$ cat config.mk
export PLATFORM = sky130hd
export DESIGN_NAME = positional_list_engine_unit_flat
export DESIGN_NICKNAME = d
export VERILOG_FILES = /design/src/hdl/plist_pkg.sv /design/src/hdl/plist_if.sv /design/src/hdl/plist_ctrl.sv /design/src/hdl/plist_dp.sv /design/src/hdl/positional_list_engine_unit.sv /design/src/flat_wrapper.sv
export VERILOG_INCLUDE_DIRS = /design/src /design/src/hdl
export SDC_FILE = /design/constraint.sdc
export NUM_CORES = 1
export LEC_CHECK = 0
export ABC_AREA = 0
export BUFFER_PORTS_ARGS = -buffer_cell sky130_fd_sc_hd__clkbuf_2
export CORE_UTILIZATION = 45
export CTS_CLUSTER_SIZE = 8
export DETAILED_ROUTE_END_ITERATION = 6
export PLACE_DENSITY = 0.67
export SKIP_CTS_REPAIR_TIMING = 1
export SYNTH_ARGS = -nofsm -noshare
export SYNTH_HDL_FRONTEND = slang
export SYNTH_HIERARCHICAL = 1
export SYNTH_SLANG_ARGS = --single-unit
export TNS_END_PERCENT = 50
$ cat constraint.sdc
create_clock -name i_clk -period 6 [get_ports i_clk]
set_input_delay 0.6 -clock i_clk [delete_from_list [all_inputs] [get_ports i_clk]]
set_output_delay 0.6 -clock i_clk [all_outputs]
set_load 0.005 [all_outputs]
$ cat src/hdl/assert_macros.svh
// Assertion macros shared by the positional list engine RTL.
// Included by the top level; expects a clock named i_clk and reset i_rst_n.
`ifndef ASSERT_MACROS_SVH
`define ASSERT_MACROS_SVH

// Same-cycle implication, disabled during reset.
`define PLIST_ASSERT_IMPL(lbl, ante, cons, msg) \
    lbl: assert property (@(posedge i_clk) disable iff (!i_rst_n) (ante) |-> (cons)) \
        else $error(msg);

// Next-cycle implication, disabled during reset.
`define PLIST_ASSERT_NEXT(lbl, ante, cons, msg) \
    lbl: assert property (@(posedge i_clk) disable iff (!i_rst_n) (ante) |=> (cons)) \
        else $error(msg);

`endif

$ cat src/hdl/plist_pkg.sv
// Shared types and constants of the positional list engine.
// No dependencies; every other RTL file imports this package.
`timescale 1ns / 1ps
`default_nettype none

package plist_pkg;

    localparam int ACTION_W    = 4;
    localparam int POS_W       = 4;
    localparam int VALUE_W     = 32;
    localparam int STATUS_W    = 3;
    localparam int INDEX_W     = 4;
    localparam int COUNT_W     = 5;
    localparam int MAX_RESULTS = 16;
    localparam int MCNT_W      = 5;

    typedef enum logic [ACTION_W-1:0] {
        ACT_APPEND  = 4'd0,
        ACT_INSERT  = 4'd1,
        ACT_DELETE  = 4'd2,
        ACT_GET     = 4'd3,
        ACT_PRIOR   = 4'd4,
        ACT_NEXT    = 4'd5,
        ACT_REPLACE = 4'd6,
        ACT_SWAP    = 4'd7,
        ACT_LOCATE  = 4'd8
    } t_action;

    typedef enum logic [STATUS_W-1:0] {
        ST_OK        = 3'd0,
        ST_RANGE     = 3'd1,
        ST_FULL      = 3'd2,
        ST_NOT_FOUND = 3'd3,
        ST_ZERO      = 3'd4
    } t_status;

    typedef enum logic [3:0] {
        S_IDLE,
        S_EXEC,
        S_SH_RD,
        S_SH_WR,
        S_SW_A,
        S_SW_B,
        S_SW_C,
        S_LC_RD,
        S_LC_CMP,
        S_RESP
    } t_state;

    typedef enum logic [2:0] {
        RD_PA,
        RD_PA_M1,
        RD_PA_P1,
        RD_PB,
        RD_PTR,
        RD_PTR_M1,
        RD_PTR_P1
    } t_rd_sel;

    typedef enum logic [1:0] {
        WA_COUNT,
        WA_PA,
        WA_PB,
        WA_PTR
    } t_wr_addr;

    typedef enum logic [1:0] {
        WD_VALUE,
        WD_RDATA,
        WD_TEMP
    } t_wr_data;

    typedef enum logic [1:0] {
        CNT_HOLD,
        CNT_INC,
        CNT_DEC,
        CNT_CLR
    } t_cnt_op;

    typedef enum logic [2:0] {
        PTR_HOLD,
        PTR_LOAD_N,
        PTR_LOAD_PA,
        PTR_ZERO,
        PTR_INC,
        PTR_DEC
    } t_ptr_op;

    typedef struct packed {
        logic [ACTION_W-1:0]       action;
        logic [POS_W-1:0]          position;
        logic [POS_W-1:0]          position_b;
        logic signed [VALUE_W-1:0] value;
        logic                      clear_all;
    } t_req;

    typedef struct packed {
        logic [STATUS_W-1:0]       status;
        logic signed [VALUE_W-1:0] data;
        logic [INDEX_W-1:0]        match_index;
        logic [COUNT_W-1:0]        count;
        logic                      last;
    } t_rsp;

    // Controller to datapath
    typedef struct packed {
        logic     accept;
        logic     rd_en;
        t_rd_sel  rd_sel;
        logic     wr_en;
        t_wr_addr wr_addr;
        t_wr_data wr_data;
        t_cnt_op  cnt_op;
        t_ptr_op  ptr_op;
        logic     temp_load;
        logic     stat_load;
        logic     stat_locate_end;
        logic     pend_take;
        logic     emit;
        logic     emit_last;
    } t_cmd;

    // Datapath to controller
    typedef struct packed {
        logic [ACTION_W-1:0] action;
        logic                clear;
        t_status             chk;
        logic                ptr_at_pa;
        logic                ptr_last;
        logic                ptr_end;
        logic                mcnt_full;
        logic                match;
        logic                pend_valid;
        logic                out_free;
        logic                full;
    } t_sts;

endpackage

`default_nettype wire

$ cat src/hdl/plist_if.sv
// Valid/ready channel interfaces for requests and results of the list engine.
// Depends on plist_pkg for field widths.
`timescale 1ns / 1ps
`default_nettype none

interface plist_req_if;
    import plist_pkg::*;

    logic                      valid;
    logic                      ready;
    logic [ACTION_W-1:0]       action;
    logic [POS_W-1:0]          position;
    logic [POS_W-1:0]          position_b;
    logic signed [VALUE_W-1:0] value;
    logic                      clear_all;

    modport source (output valid, action, position, position_b, value, clear_all,
                    input ready);
    modport sink (input valid, action, position, position_b, value, clear_all,
                  output ready);
endinterface

interface plist_rsp_if;
    import plist_pkg::*;

    logic                      valid;
    logic                      ready;
    logic [STATUS_W-1:0]       status;
    logic signed [VALUE_W-1:0] data;
    logic [INDEX_W-1:0]        match_index;
    logic [COUNT_W-1:0]        count;
    logic                      last;

    modport source (output valid, status, data, match_index, count, last,
                    input ready);
    modport sink (input valid, status, data, match_index, count, last,
                  output ready);
endinterface

`default_nettype wire

$ cat src/hdl/plist_ctrl.sv
// Sequencing state machine of the list engine: issues datapath commands.
// Depends on plist_pkg.
`timescale 1ns / 1ps
`default_nettype none

module plist_ctrl (
    input  wire logic          i_clk,
    input  wire logic          i_rst_n,
    input  wire logic          i_in_valid,
    output logic               o_in_ready,
    input  wire plist_pkg::t_sts i_sts,
    output plist_pkg::t_cmd    o_cmd
);
    import plist_pkg::*;

    t_state r_state;
    t_state n_state;

    always_ff @(posedge i_clk) begin
        if (!i_rst_n) begin
            r_state <= S_IDLE;
        end else begin
            r_state <= n_state;
        end
    end

    always_comb begin
        n_state    = r_state;
        o_cmd      = '0;
        o_in_ready = 1'b0;
        unique case (r_state)
            S_IDLE: begin
                // hold the input closed while reset is asserted
                o_in_ready = i_rst_n;
                if (i_in_valid && i_rst_n) begin
                    o_cmd.accept = 1'b1;
                    n_state      = S_EXEC;
                end
            end
            S_EXEC: begin
                if (i_sts.clear) begin
                    o_cmd.cnt_op    = CNT_CLR;
                    o_cmd.stat_load = 1'b1;
                    n_state         = S_RESP;
                end else if (i_sts.chk != ST_OK) begin
                    o_cmd.stat_load = 1'b1;
                    n_state         = S_RESP;
                end else begin
                    o_cmd.stat_load = 1'b1;
                    n_state         = S_RESP;
                    case (i_sts.action)
                        ACT_APPEND: begin
                            o_cmd.wr_en   = 1'b1;
                            o_cmd.wr_addr = WA_COUNT;
                            o_cmd.wr_data = WD_VALUE;
                            o_cmd.cnt_op  = CNT_INC;
                        end
                        ACT_REPLACE: begin
                            o_cmd.wr_en   = 1'b1;
                            o_cmd.wr_addr = WA_PA;
                            o_cmd.wr_data = WD_VALUE;
                        end
                        ACT_GET: begin
                            o_cmd.rd_en  = 1'b1;
                            o_cmd.rd_sel = RD_PA;
                        end
                        ACT_PRIOR: begin
                            o_cmd.rd_en  = 1'b1;
                            o_cmd.rd_sel = RD_PA_M1;
                        end
                        ACT_NEXT: begin
                            o_cmd.rd_en  = 1'b1;
                            o_cmd.rd_sel = RD_PA_P1;
                        end
                        ACT_INSERT: begin
                            o_cmd.ptr_op = PTR_LOAD_N;
                            n_state      = S_SH_RD;
                        end
                        ACT_DELETE: begin
                            o_cmd.ptr_op = PTR_LOAD_PA;
                            n_state      = S_SH_RD;
                        end
                        ACT_SWAP: begin
                            o_cmd.rd_en  = 1'b1;
                            o_cmd.rd_sel = RD_PA;
                            n_state      = S_SW_A;
                        end
                        ACT_LOCATE: begin
                            o_cmd.stat_load = 1'b0;
                            o_cmd.ptr_op    = PTR_ZERO;
                            n_state         = S_LC_RD;
                        end
                        default: begin
                        end
                    endcase
                end
            end
            S_SH_RD: begin
                if (i_sts.action == ACT_INSERT) begin
                    if (i_sts.ptr_at_pa) begin
                        o_cmd.wr_en   = 1'b1;
                        o_cmd.wr_addr = WA_PA;
                        o_cmd.wr_data = WD_VALUE;
                        o_cmd.cnt_op  = CNT_INC;
                        n_state       = S_RESP;
                    end else begin
                        o_cmd.rd_en  = 1'b1;
                        o_cmd.rd_sel = RD_PTR_M1;
                        n_state      = S_SH_WR;
                    end
                end else begin
                    if (i_sts.ptr_last) begin
                        o_cmd.cnt_op = CNT_DEC;
                        n_state      = S_RESP;
                    end else begin
                        o_cmd.rd_en  = 1'b1;
                        o_cmd.rd_sel = RD_PTR_P1;
                        n_state      = S_SH_WR;
                    end
                end
            end
            S_SH_WR: begin
                o_cmd.wr_en   = 1'b1;
                o_cmd.wr_addr = WA_PTR;
                o_cmd.wr_data = WD_RDATA;
                o_cmd.ptr_op  = (i_sts.action == ACT_INSERT) ? PTR_DEC : PTR_INC;
                n_state       = S_SH_RD;
            end
            S_SW_A: begin
                o_cmd.temp_load = 1'b1;
                o_cmd.rd_en     = 1'b1;
                o_cmd.rd_sel    = RD_PB;
                n_state         = S_SW_B;
            end
            S_SW_B: begin
                o_cmd.wr_en   = 1'b1;
                o_cmd.wr_addr = WA_PA;
                o_cmd.wr_data = WD_RDATA;
                n_state       = S_SW_C;
            end
            S_SW_C: begin
                o_cmd.wr_en   = 1'b1;
                o_cmd.wr_addr = WA_PB;
                o_cmd.wr_data = WD_TEMP;
                n_state       = S_RESP;
            end
            S_LC_RD: begin
                if (i_sts.ptr_end || i_sts.mcnt_full) begin
                    o_cmd.stat_locate_end = 1'b1;
                    n_state               = S_RESP;
                end else begin
                    o_cmd.rd_en  = 1'b1;
                    o_cmd.rd_sel = RD_PTR;
                    n_state      = S_LC_CMP;
                end
            end
            S_LC_CMP: begin
                if (!i_sts.match) begin
                    o_cmd.ptr_op = PTR_INC;
                    n_state      = S_LC_RD;
                end else if (!i_sts.pend_valid || i_sts.out_free) begin
                    // release the held match as a non-final result, hold the new one
                    o_cmd.emit      = i_sts.pend_valid;
                    o_cmd.pend_take = 1'b1;
                    o_cmd.ptr_op    = PTR_INC;
                    n_state         = S_LC_RD;
                end
            end
            S_RESP: begin
                if (i_sts.out_free) begin
                    o_cmd.emit      = 1'b1;
                    o_cmd.emit_last = 1'b1;
                    n_state         = S_IDLE;
                end
            end
            default: begin
                n_state = S_IDLE;
            end
        endcase
    end

endmodule

`default_nettype wire

$ cat src/hdl/plist_dp.sv
// Datapath of the list engine: list memory, count, walk pointer, checks and
// the output register. Depends on plist_pkg.
`timescale 1ns / 1ps
`default_nettype none

module plist_dp #(
    parameter int DEPTH = 16
) (
    input  wire logic            i_clk,
    input  wire logic            i_rst_n,
    input  wire plist_pkg::t_req i_req,
    input  wire plist_pkg::t_cmd i_cmd,
    input  wire logic            i_out_ready,
    output plist_pkg::t_sts      o_sts,
    output logic                 o_out_valid,
    output plist_pkg::t_rsp      o_out
);
    import plist_pkg::*;

    localparam int AW   = $clog2(DEPTH);
    localparam int CW   = $clog2(DEPTH + 1);
    localparam int CMPW = (CW > POS_W) ? CW : POS_W;
    localparam int XW   = CMPW + 1;

    logic [VALUE_W-1:0]  r_mem [DEPTH];

    logic [ACTION_W-1:0] r_action;
    logic [POS_W-1:0]    r_pa;
    logic [POS_W-1:0]    r_pb;
    logic [VALUE_W-1:0]  r_value;
    logic                r_clear;
    logic [CW-1:0]       r_count;
    logic [CW-1:0]       r_ptr;
    logic [VALUE_W-1:0]  r_rdata;
    logic [VALUE_W-1:0]  r_temp;
    t_status             r_status;
    logic                r_take;
    logic                r_pend_valid;
    logic [CW-1:0]       r_pend_idx;
    logic [MCNT_W-1:0]   r_mcnt;
    logic                r_out_valid;
    t_rsp                r_out;

    logic [XW-1:0]       w_pa_x;
    logic [XW-1:0]       w_pb_x;
    logic [XW-1:0]       w_n_x;
    logic [XW-1:0]       w_ptr_x;
    logic [XW-1:0]       w_rd_x;
    logic [XW-1:0]       w_wr_x;
    logic [AW-1:0]       w_rd_addr;
    logic [AW-1:0]       w_wr_addr;
    logic [VALUE_W-1:0]  w_wr_data;
    logic                w_zero;
    logic                w_full;
    logic                w_out_free;
    t_status             w_chk;

    assign w_pa_x  = XW'(r_pa);
    assign w_pb_x  = XW'(r_pb);
    assign w_n_x   = XW'(r_count);
    assign w_ptr_x = XW'(r_ptr);
    assign w_zero  = (r_value == '0);
    assign w_full  = (w_n_x >= XW'(DEPTH));
    assign w_out_free = !r_out_valid || i_out_ready;

    // Request checks: zero value first, then position, then full list.
    always_comb begin
        w_chk = ST_OK;
        if (!r_clear) begin
            unique case (r_action) inside
                ACT_APPEND: begin
                    if (w_zero)      w_chk = ST_ZERO;
                    else if (w_full) w_chk = ST_FULL;
                end
                ACT_INSERT: begin
                    if (w_zero)              w_chk = ST_ZERO;
                    else if (w_pa_x > w_n_x) w_chk = ST_RANGE;
                    else if (w_full)         w_chk = ST_FULL;
                end
                ACT_REPLACE: begin
                    if (w_zero)               w_chk = ST_ZERO;
                    else if (w_pa_x >= w_n_x) w_chk = ST_RANGE;
                end
                ACT_DELETE, ACT_GET: begin
                    if (w_pa_x >= w_n_x) w_chk = ST_RANGE;
                end
                ACT_PRIOR: begin
                    if (w_pa_x == '0 || w_pa_x >= w_n_x) w_chk = ST_RANGE;
                end
                ACT_NEXT: begin
                    if ((w_pa_x + 1'b1) >= w_n_x) w_chk = ST_RANGE;
                end
                ACT_SWAP: begin
                    if (w_pa_x >= w_n_x || w_pb_x >= w_n_x) w_chk = ST_RANGE;
                end
                default: begin
                    w_chk = ST_OK;
                end
            endcase
        end
    end

    always_comb begin
        case (i_cmd.rd_sel)
            RD_PA:     w_rd_x = w_pa_x;
            RD_PA_M1:  w_rd_x = w_pa_x - 1'b1;
            RD_PA_P1:  w_rd_x = w_pa_x + 1'b1;
            RD_PB:     w_rd_x = w_pb_x;
            RD_PTR:    w_rd_x = w_ptr_x;
            RD_PTR_M1: w_rd_x = w_ptr_x - 1'b1;
            RD_PTR_P1: w_rd_x = w_ptr_x + 1'b1;
            default:   w_rd_x = w_ptr_x;
        endcase
        case (i_cmd.wr_addr)
            WA_COUNT: w_wr_x = w_n_x;
            WA_PA:    w_wr_x = w_pa_x;
            WA_PB:    w_wr_x = w_pb_x;
            WA_PTR:   w_wr_x = w_ptr_x;
            default:  w_wr_x = w_ptr_x;
        endcase
        case (i_cmd.wr_data)
            WD_VALUE: w_wr_data = r_value;
            WD_RDATA: w_wr_data = r_rdata;
            WD_TEMP:  w_wr_data = r_temp;
            default:  w_wr_data = r_value;
        endcase
    end

    assign w_rd_addr = w_rd_x[AW-1:0];
    assign w_wr_addr = w_wr_x[AW-1:0];

    // List memory: one write and one registered read per cycle.
    always_ff @(posedge i_clk) begin
        if (i_cmd.wr_en) begin
            r_mem[w_wr_addr] <= w_wr_data;
        end
        if (i_cmd.rd_en) begin
            r_rdata <= r_mem[w_rd_addr];
        end
    end

    // Request and payload registers
    always_ff @(posedge i_clk) begin
        if (i_cmd.accept) begin
            r_action <= i_req.action;
            r_pa     <= i_req.position;
            r_pb     <= i_req.position_b;
            r_value  <= i_req.value;
            r_clear  <= i_req.clear_all;
        end
        if (i_cmd.temp_load) begin
            r_temp <= r_rdata;
        end
        if (i_cmd.emit) begin
            r_out.status      <= i_cmd.emit_last ? r_status : ST_OK;
            r_out.data        <= (i_cmd.emit_last && r_take) ? r_rdata : '0;
            r_out.match_index <= INDEX_W'(r_pend_idx);
            r_out.count       <= COUNT_W'(r_count);
            r_out.last        <= i_cmd.emit_last;
        end
        case (i_cmd.ptr_op)
            PTR_LOAD_N:  r_ptr <= r_count;
            PTR_LOAD_PA: r_ptr <= w_pa_x[CW-1:0];
            PTR_ZERO:    r_ptr <= '0;
            PTR_INC:     r_ptr <= CW'(r_ptr + 1'b1);
            PTR_DEC:     r_ptr <= CW'(r_ptr - 1'b1);
            default:     r_ptr <= r_ptr;
        endcase
    end

    // Control registers
    always_ff @(posedge i_clk) begin
        if (!i_rst_n) begin
            r_count      <= '0;
            r_out_valid  <= 1'b0;
            r_status     <= ST_OK;
            r_take       <= 1'b0;
            r_pend_valid <= 1'b0;
            r_pend_idx   <= '0;
            r_mcnt       <= '0;
        end else begin
            case (i_cmd.cnt_op)
                CNT_INC: r_count <= CW'(r_count + 1'b1);
                CNT_DEC: r_count <= CW'(r_count - 1'b1);
                CNT_CLR: r_count <= '0;
                default: r_count <= r_count;
            endcase
            if (i_cmd.emit) begin
                r_out_valid <= 1'b1;
            end else if (i_out_ready) begin
                r_out_valid <= 1'b0;
            end
            if (i_cmd.accept) begin
                r_status     <= ST_OK;
                r_take       <= 1'b0;
                r_pend_valid <= 1'b0;
                r_pend_idx   <= '0;
                r_mcnt       <= '0;
            end else begin
                if (i_cmd.stat_load) begin
                    r_status <= w_chk;
                    r_take   <= (w_chk == ST_OK) && !r_clear &&
                                (r_action == ACT_GET || r_action == ACT_PRIOR ||
                                 r_action == ACT_NEXT);
                end
                if (i_cmd.stat_locate_end) begin
                    r_status <= r_pend_valid ? ST_OK : ST_NOT_FOUND;
                end
                if (i_cmd.pend_take) begin
                    r_pend_valid <= 1'b1;
                    r_pend_idx   <= r_ptr;
                    r_mcnt       <= MCNT_W'(r_mcnt + 1'b1);
                end
            end
        end
    end

    assign o_sts.action     = r_action;
    assign o_sts.clear      = r_clear;
    assign o_sts.chk        = w_chk;
    assign o_sts.ptr_at_pa  = (w_ptr_x == w_pa_x);
    assign o_sts.ptr_last   = ((w_ptr_x + 1'b1) >= w_n_x);
    assign o_sts.ptr_end    = (w_ptr_x >= w_n_x);
    assign o_sts.mcnt_full  = (r_mcnt == MCNT_W'(MAX_RESULTS));
    assign o_sts.match      = (r_rdata == r_value) && !w_zero;
    assign o_sts.pend_valid = r_pend_valid;
    assign o_sts.out_free   = w_out_free;
    assign o_sts.full       = w_full;

    assign o_out_valid = r_out_valid;
    assign o_out       = r_out;

endmodule

`default_nettype wire

$ cat src/hdl/positional_list_engine_unit.sv
// Top level of the positional list engine: controller, datapath, assertions.
// Depends on plist_pkg, plist_if, plist_ctrl, plist_dp and assert_macros.svh.
`timescale 1ns / 1ps
`default_nettype none

// Positional list engine. Keeps an ordered list of up to DEPTH nonzero signed
// 32-bit words and serves one request transaction at a time on i_req:
// append, insert, delete, get, prior, next, replace, swap, locate or clear.
// Each request yields one result transaction on o_rsp with last set, except
// locate, which yields one result per match (ascending index, at most 16,
// last on the final one) or a single not-found result. Failed requests leave
// the list untouched and report an error status. The list lives in a
// single-port-write, registered-read memory, so every element move costs one
// read and one write: insert and delete move the shifted entries one at a
// time, swap moves two entries, and locate reads the entries in turn. A
// stalled result side holds a request while the output register is full.
// i_req.ready is high only while no request is in progress and reset is
// released; the result register lets the last result wait for o_rsp.ready
// while the next request is accepted. The list memory is not cleared at
// reset: only entries below the element count are ever read.
module positional_list_engine_unit #(
    parameter int DEPTH = 16
) (
    input  wire logic   i_clk,
    input  wire logic   i_rst_n,
    plist_req_if.sink   i_req,
    plist_rsp_if.source o_rsp
);
    import plist_pkg::*;

    t_req w_req;
    t_rsp w_rsp;
    t_cmd w_cmd;
    t_sts w_sts;
    logic w_in_ready;
    logic w_in_acc;
    logic w_out_valid;

    // Gather the request fields into one word for the datapath
    assign w_req.action     = i_req.action;
    assign w_req.position   = i_req.position;
    assign w_req.position_b = i_req.position_b;
    assign w_req.value      = i_req.value;
    assign w_req.clear_all  = i_req.clear_all;
    assign i_req.ready      = w_in_ready;
    assign w_in_acc         = i_req.valid && w_in_ready;

    plist_ctrl u_ctrl (
        .i_clk      (i_clk),
        .i_rst_n    (i_rst_n),
        .i_in_valid (i_req.valid),
        .o_in_ready (w_in_ready),
        .i_sts      (w_sts),
        .o_cmd      (w_cmd)
    );

    plist_dp #(
        .DEPTH (DEPTH)
    ) u_dp (
        .i_clk       (i_clk),
        .i_rst_n     (i_rst_n),
        .i_req       (w_req),
        .i_cmd       (w_cmd),
        .i_out_ready (o_rsp.ready),
        .o_sts       (w_sts),
        .o_out_valid (w_out_valid),
        .o_out       (w_rsp)
    );

    // Drive the result channel straight from the output register
    assign o_rsp.valid       = w_out_valid;
    assign o_rsp.status      = w_rsp.status;
    assign o_rsp.data        = w_rsp.data;
    assign o_rsp.match_index = w_rsp.match_index;
    assign o_rsp.count       = w_rsp.count;
    assign o_rsp.last        = w_rsp.last;

`include "assert_macros.svh"

    // An accepted request keeps the input side closed on the next cycle.
    `PLIST_ASSERT_NEXT(a_busy_after_accept, w_in_acc, !w_in_ready, "input ready after accept")
    // Never overwrite a result that the sink has not yet taken.
    `PLIST_ASSERT_IMPL(a_emit_into_free, w_cmd.emit, w_sts.out_free, "result overwritten")
    // Never grow the list past its capacity.
    `PLIST_ASSERT_IMPL(a_no_grow_full, w_cmd.cnt_op == CNT_INC, !w_sts.full, "count past depth")

endmodule

`default_nettype wire

$ cat src/flat_wrapper.sv
// flat-port wrapper written by rule: the top's interface ports become plain ports
module positional_list_engine_unit_flat import plist_pkg::*;
#(
    parameter int DEPTH = 16
)
  (i_clk, i_rst_n, i_req_valid, i_req_action, i_req_position, i_req_position_b, i_req_value, i_req_clear_all, i_req_ready, o_rsp_valid, o_rsp_status, o_rsp_data, o_rsp_match_index, o_rsp_count, o_rsp_last, o_rsp_ready);
  plist_req_if i_req_i ();
  plist_rsp_if o_rsp_i ();
  input  wire logic i_clk;
  input  wire logic i_rst_n;
  input wire logic [$bits(i_req_i.valid)-1:0] i_req_valid;
  input wire logic [$bits(i_req_i.action)-1:0] i_req_action;
  input wire logic [$bits(i_req_i.position)-1:0] i_req_position;
  input wire logic [$bits(i_req_i.position_b)-1:0] i_req_position_b;
  input wire logic [$bits(i_req_i.value)-1:0] i_req_value;
  input wire logic [$bits(i_req_i.clear_all)-1:0] i_req_clear_all;
  output wire logic [$bits(i_req_i.ready)-1:0] i_req_ready;
  output wire logic [$bits(o_rsp_i.valid)-1:0] o_rsp_valid;
  output wire logic [$bits(o_rsp_i.status)-1:0] o_rsp_status;
  output wire logic [$bits(o_rsp_i.data)-1:0] o_rsp_data;
  output wire logic [$bits(o_rsp_i.match_index)-1:0] o_rsp_match_index;
  output wire logic [$bits(o_rsp_i.count)-1:0] o_rsp_count;
  output wire logic [$bits(o_rsp_i.last)-1:0] o_rsp_last;
  input wire logic [$bits(o_rsp_i.ready)-1:0] o_rsp_ready;
  assign i_req_i.valid = i_req_valid;
  assign i_req_i.action = i_req_action;
  assign i_req_i.position = i_req_position;
  assign i_req_i.position_b = i_req_position_b;
  assign i_req_i.value = i_req_value;
  assign i_req_i.clear_all = i_req_clear_all;
  assign i_req_ready = i_req_i.ready;
  assign o_rsp_valid = o_rsp_i.valid;
  assign o_rsp_status = o_rsp_i.status;
  assign o_rsp_data = o_rsp_i.data;
  assign o_rsp_match_index = o_rsp_i.match_index;
  assign o_rsp_count = o_rsp_i.count;
  assign o_rsp_last = o_rsp_i.last;
  assign o_rsp_i.ready = o_rsp_ready;
  positional_list_engine_unit #(.DEPTH(DEPTH)) u_core (.i_clk(i_clk), .i_rst_n(i_rst_n), .i_req(i_req_i), .o_rsp(o_rsp_i));
endmodule
=== Word level (Yosys, flattened, before mapping) ===
Memories as Yosys holds them, arrays and structs flattened. A register that Yosys moved wholly into a read port is not among the register bits.
Index checks and enable logic that the tools add are counted.

* Equality and inequality tests: 41
* Add/sub/neg operators: 9
* Reductions and logical operators: 33
* Order comparisons: 7
* Multiplexer cells: 74
* Bitwise logic cells: 1

{| class="wikitable"
|+ Operators with widths
! operator !! number
|-
| one-hot mux 32 bit (2 select lines) || 1
|-
| two-way mux 4 bit || 13
|-
| one-hot mux 5 bit (5 select lines) || 2
|-
| one-hot mux 4 bit (10 select lines) || 1
|-
| == test 32 bit || 1
|-
| == test 4 x 3 -> 1 bit (second input constant) || 8
|-
| zero test 32 bit || 1
|-
| one-hot mux 4 bit (4 select lines) || 2
|-
| two-way mux 3 bit || 10
|-
| one-hot mux 4 bit (3 select lines) || 2
|-
| one-hot mux 4 bit (6 select lines) || 1
|-
| two-way mux 1 bit || 23
|-
| one-hot mux 3 bit (7 select lines) || 1
|-
| == test 4 x 2 -> 1 bit (second input constant) || 4
|-
| two-way mux 2 bit || 8
|-
| adder 5 x 1 -> 5 bit (second input constant) || 3
|-
| one-hot mux 5 bit (3 select lines) || 1
|-
| two-way mux 14 bit || 1
|-
| == test 3 x 2 -> 1 bit (second input constant) || 4
|-
| == test 3 bit (second input constant) || 4
|-
| == test 4 bit (second input constant) || 3
|-
| == test 2 bit (second input constant) || 5
|-
| greater-or-equal comparator 4 x 5 -> 1 bit || 2
|-
| greater-or-equal comparator 5 bit || 2
|-
| other kinds (35) || 62
|}

* Bits in writable memories: 512
* Bits in registers: 151
* Input port bits: 49
* Memories: 1
* Output and inout bits: 47

{| class="wikitable"
|+ Memories
! memory !! words !! bits a word !! rd ports !! clocked after Yosys merged registers in !! write ports !! RTL line !! source
|-
| u_core.u_dp.r_mem || 16 || 32 || 1 || 1 || 1 || plist_dp.sv:25 || <nowiki>logic [VALUE_W-1:0] r_mem [DEPTH];</nowiki>
|}

=== Logic depth before layout (Yosys ltp) ===
* Depth in word-level cells: 12
* Depth in mapped cells: 26

=== Hierarchy ===
The synthesis kept the hierarchy.

{| class="wikitable"
|+ Modules (own cells, without submodules)
! module !! cells an instance !! area an instance (um^2) !! instances !! sequential area each (um^2)
|-
| plist_dp || 1785 || 28812.6 || 1 || 20549.7
|-
| plist_ctrl || 114 || 824.5 || 1 || 80.1
|}

=== Least setup slack after synthesis ===
OpenSTA, ideal clock, no wires.

* Path type: register to register
* Start point: register u_core.u_dp.r_value[11]
* End point: register, netlist name u_core/u_dp/o_out[0]
* Buffers on the path: 0
* Cell stages (with the launch flop): 7
* Data arrival time: 5636 ps
* Setup time: 562 ps
* Setup slack: -198 ps
* Cell sequence: edfxtp_1 xor2_1 nor4_1 nand4_1 nor3_1 a21oi_1 nor4_1

{| class="wikitable"
|+ RTL lines
! what !! RTL line !! source
|-
| start: declaration || plist_dp.sv:30 || <nowiki>logic [VALUE_W-1:0] r_value;</nowiki>
|-
| start signal: assignment || plist_dp.sv:148 || <nowiki>r_value <= i_req.value;</nowiki>
|}

==> results.yml <==
setup_path:
  start_kind: "flop"
  cp.buffers_inverters: 4
  crit_path_cell_trace: "nor4_2 -> nand4_1 -> nor2_1 -> nor2_1 -> and3_1 -> nor4_1 -> buf_4 -> nor3_1 -> nor4_4 -> nand4b_1 -> o311ai_2 -> buf_4 -> or2b_4 -> a21o_1 -> o221a_4 -> buf_12 -> buf_16 -> mux2_2 -> a21oi_1 -> o221ai_1"
  path_delay_family: "simple AND/OR/NAND/NOR gates"
  cpMaxStageDelayCell: "nor4_2"
  critPathKind: "flop to flop"
  max_stage_delay_ns: 0.55
  endpoint_kind: "flop"
  crit_fanout: 23
  worstPathArrival_ns: 6.06
  cp.required_ns: 6.37
layout:
  diodes: 0
  areaGrowthSynthToFinish_pct: 17.34
  finalInstanceArea_um2: 34760
  seq_area_um2: 20630
  fillers: 5092
  layout_common_cells: "edfxtp_1, mux2i_1, clkbuf_16, nor2_1, clkbuf_2"
  drive_above_1_share: 0.1910
  nets: 2193
  utilization: 0.5373
  layout_commonest_cell: "edfxtp_1"
  multiInputGateArea_um2: 8488
die:
  die_h_um: 258.6
  die-area_um2: 66870
  design.core.area_um2: 64700
  start_util: 0.4579
  ioPinCount: 96
  die_width_um: 258.6
  rows: 93
job:
  max-cap-violations: 0
place:
  place_area_um2: 31980
  gp_congestion: 0.9386
  numPortBuffers: 95
  dp_hpwl_mm: 44.74
power:
  p_leak_nw: 12.50
  pwr_density_cell_nw_per_um2: 443.1
  finalPower_mw: 15.40
  vdd_drop_max_v: 0.0002477
global_route:
  gr-usage-all-layers: 0.2153
  overflow: 0
  grt_pass1_vias: 17050
  grt_max_degree: 65
  antenna_found_initial: 0
  grt_pass1_wl_mm: 107.2
detailed_routing:
  drc: 0
  wl_mm: 72.53
  vias: 17360
  drt_pass1_iterations: 6
  antenna_left: 0
  drt_iter0_drc: 1846
  wl_per_cell_um: 24.33
  viasPerCell: 5.824
timing:
  max_freq_mhz: 175.6
  fin_crit_sh: 0.9489
  period_minus_slack_ns: 5.694
  hold_slack_ns: 0.1208
  fin_skew_ns: 0.03922
  slew_viol_final: 0
  tightest_slew_ns: 1.082
  relSlewSlack: 0.2741
  finalHoldViolations: 0
  final-setup-viol-count: 0
clock_tree:
  cts_buffer_depth: 3
  cts_root_buf: "clkbuf_16"
  cts_max_level: 3
  clock_latency_ns: 0.65
  clock_sinks: 695
  clk_pin_slew_ns: 0.06
  cts_inserted_buffers: 97
  cts_tree: "done"
hold_path:
  min-delay-path-class: "primary input to flop"
synth:
  syn_area_um2: 29630
  synthesis.instances: 1897
  syn_area_per_cell_um2: 15.62
  syn-num-nets: 1986
  ys_warn_count: 6
status:
  status: "finished clean"
[where the power goes]
group | internal, mW | switching (mW)
sequential | 5.89 | 0.316
combinational | 1.78 | 2.57
clock | 2.92 | 1.92
[flip-flops by register name (all words and copies together) (netlist names), 3 cells and up]
name,count
u_core/u_dp/o_out,45
u_core/u_dp/r_value,32
u_core/u_dp/r_mem,512
u_core/u_dp/r_pend_idx,4
u_core/u_dp/r_action,4
u_core/u_dp/r_rdata,32
u_core/u_dp/r_mcnt,5
u_core/u_ctrl/r_state,4
u_core/u_dp/r_ptr,5
u_core/u_dp/r_pa,4
u_core/u_dp/r_count,5
u_core/u_dp/r_temp,32
u_core/u_dp/r_pb,4
u_core/u_dp/r_status,3
[final timing paths]
check | cells after the start | slack (ns) | end | start
min reg2reg | 0 | 0.43 | u_core/u_dp/o_out[9] | u_core/u_dp/r_pend_idx[3]
max reg2reg | 20 | 0.31 | u_core/u_dp/r_rdata[24] | u_core/u_dp/r_value[30]
min | 1 | 0.12 | u_core/u_dp/r_action[0] | i_req_action[0]
max | 20 | 0.31 | u_core/u_dp/r_rdata[24] | u_core/u_dp/r_value[30]
[layer usage]
metal | vias to the layer above | global-route usage | wire length (um)
met3 | 125 | 0.03511 | 5824
li1 | 7761 | - | -
met4 | 0 | 0.08744 | 2257
met5 | - | 0 | 0
met1 | 8719 | 0.3081 | 31700
met2 | 757 | 0.3283 | 32750
[layout make-up]
| type | count | area share |
|---|---|---|
| Sequential cell | 695 | 0.5935 |
| Timing Repair Buffer | 216 | 0.05262 |
| Inverter | 26 | 0.002807 |
| Multi-Input combinational cell | 1068 | 0.2442 |
| Tap cell | 855 | 0.03077 |
| Clock inverter | 7 | 0.003599 |
| Clock buffer | 114 | 0.07256 |
[stage by stage]
step / cells / setup TNS [ns] / setup slack (ns)
floorplan: 1897 / -9.247 / -0.07224
global placement: 2853 / 0 / 0.1204
detailed placement: 2853 / -0.003246 / -0.003088
CTS: 2974 / -0.1998 / -0.03623
global route: 2981 / -0.06255 / -0.03223
finish: 2981 / 0 / 0.3065
Power figures use the tool's default switching activity.
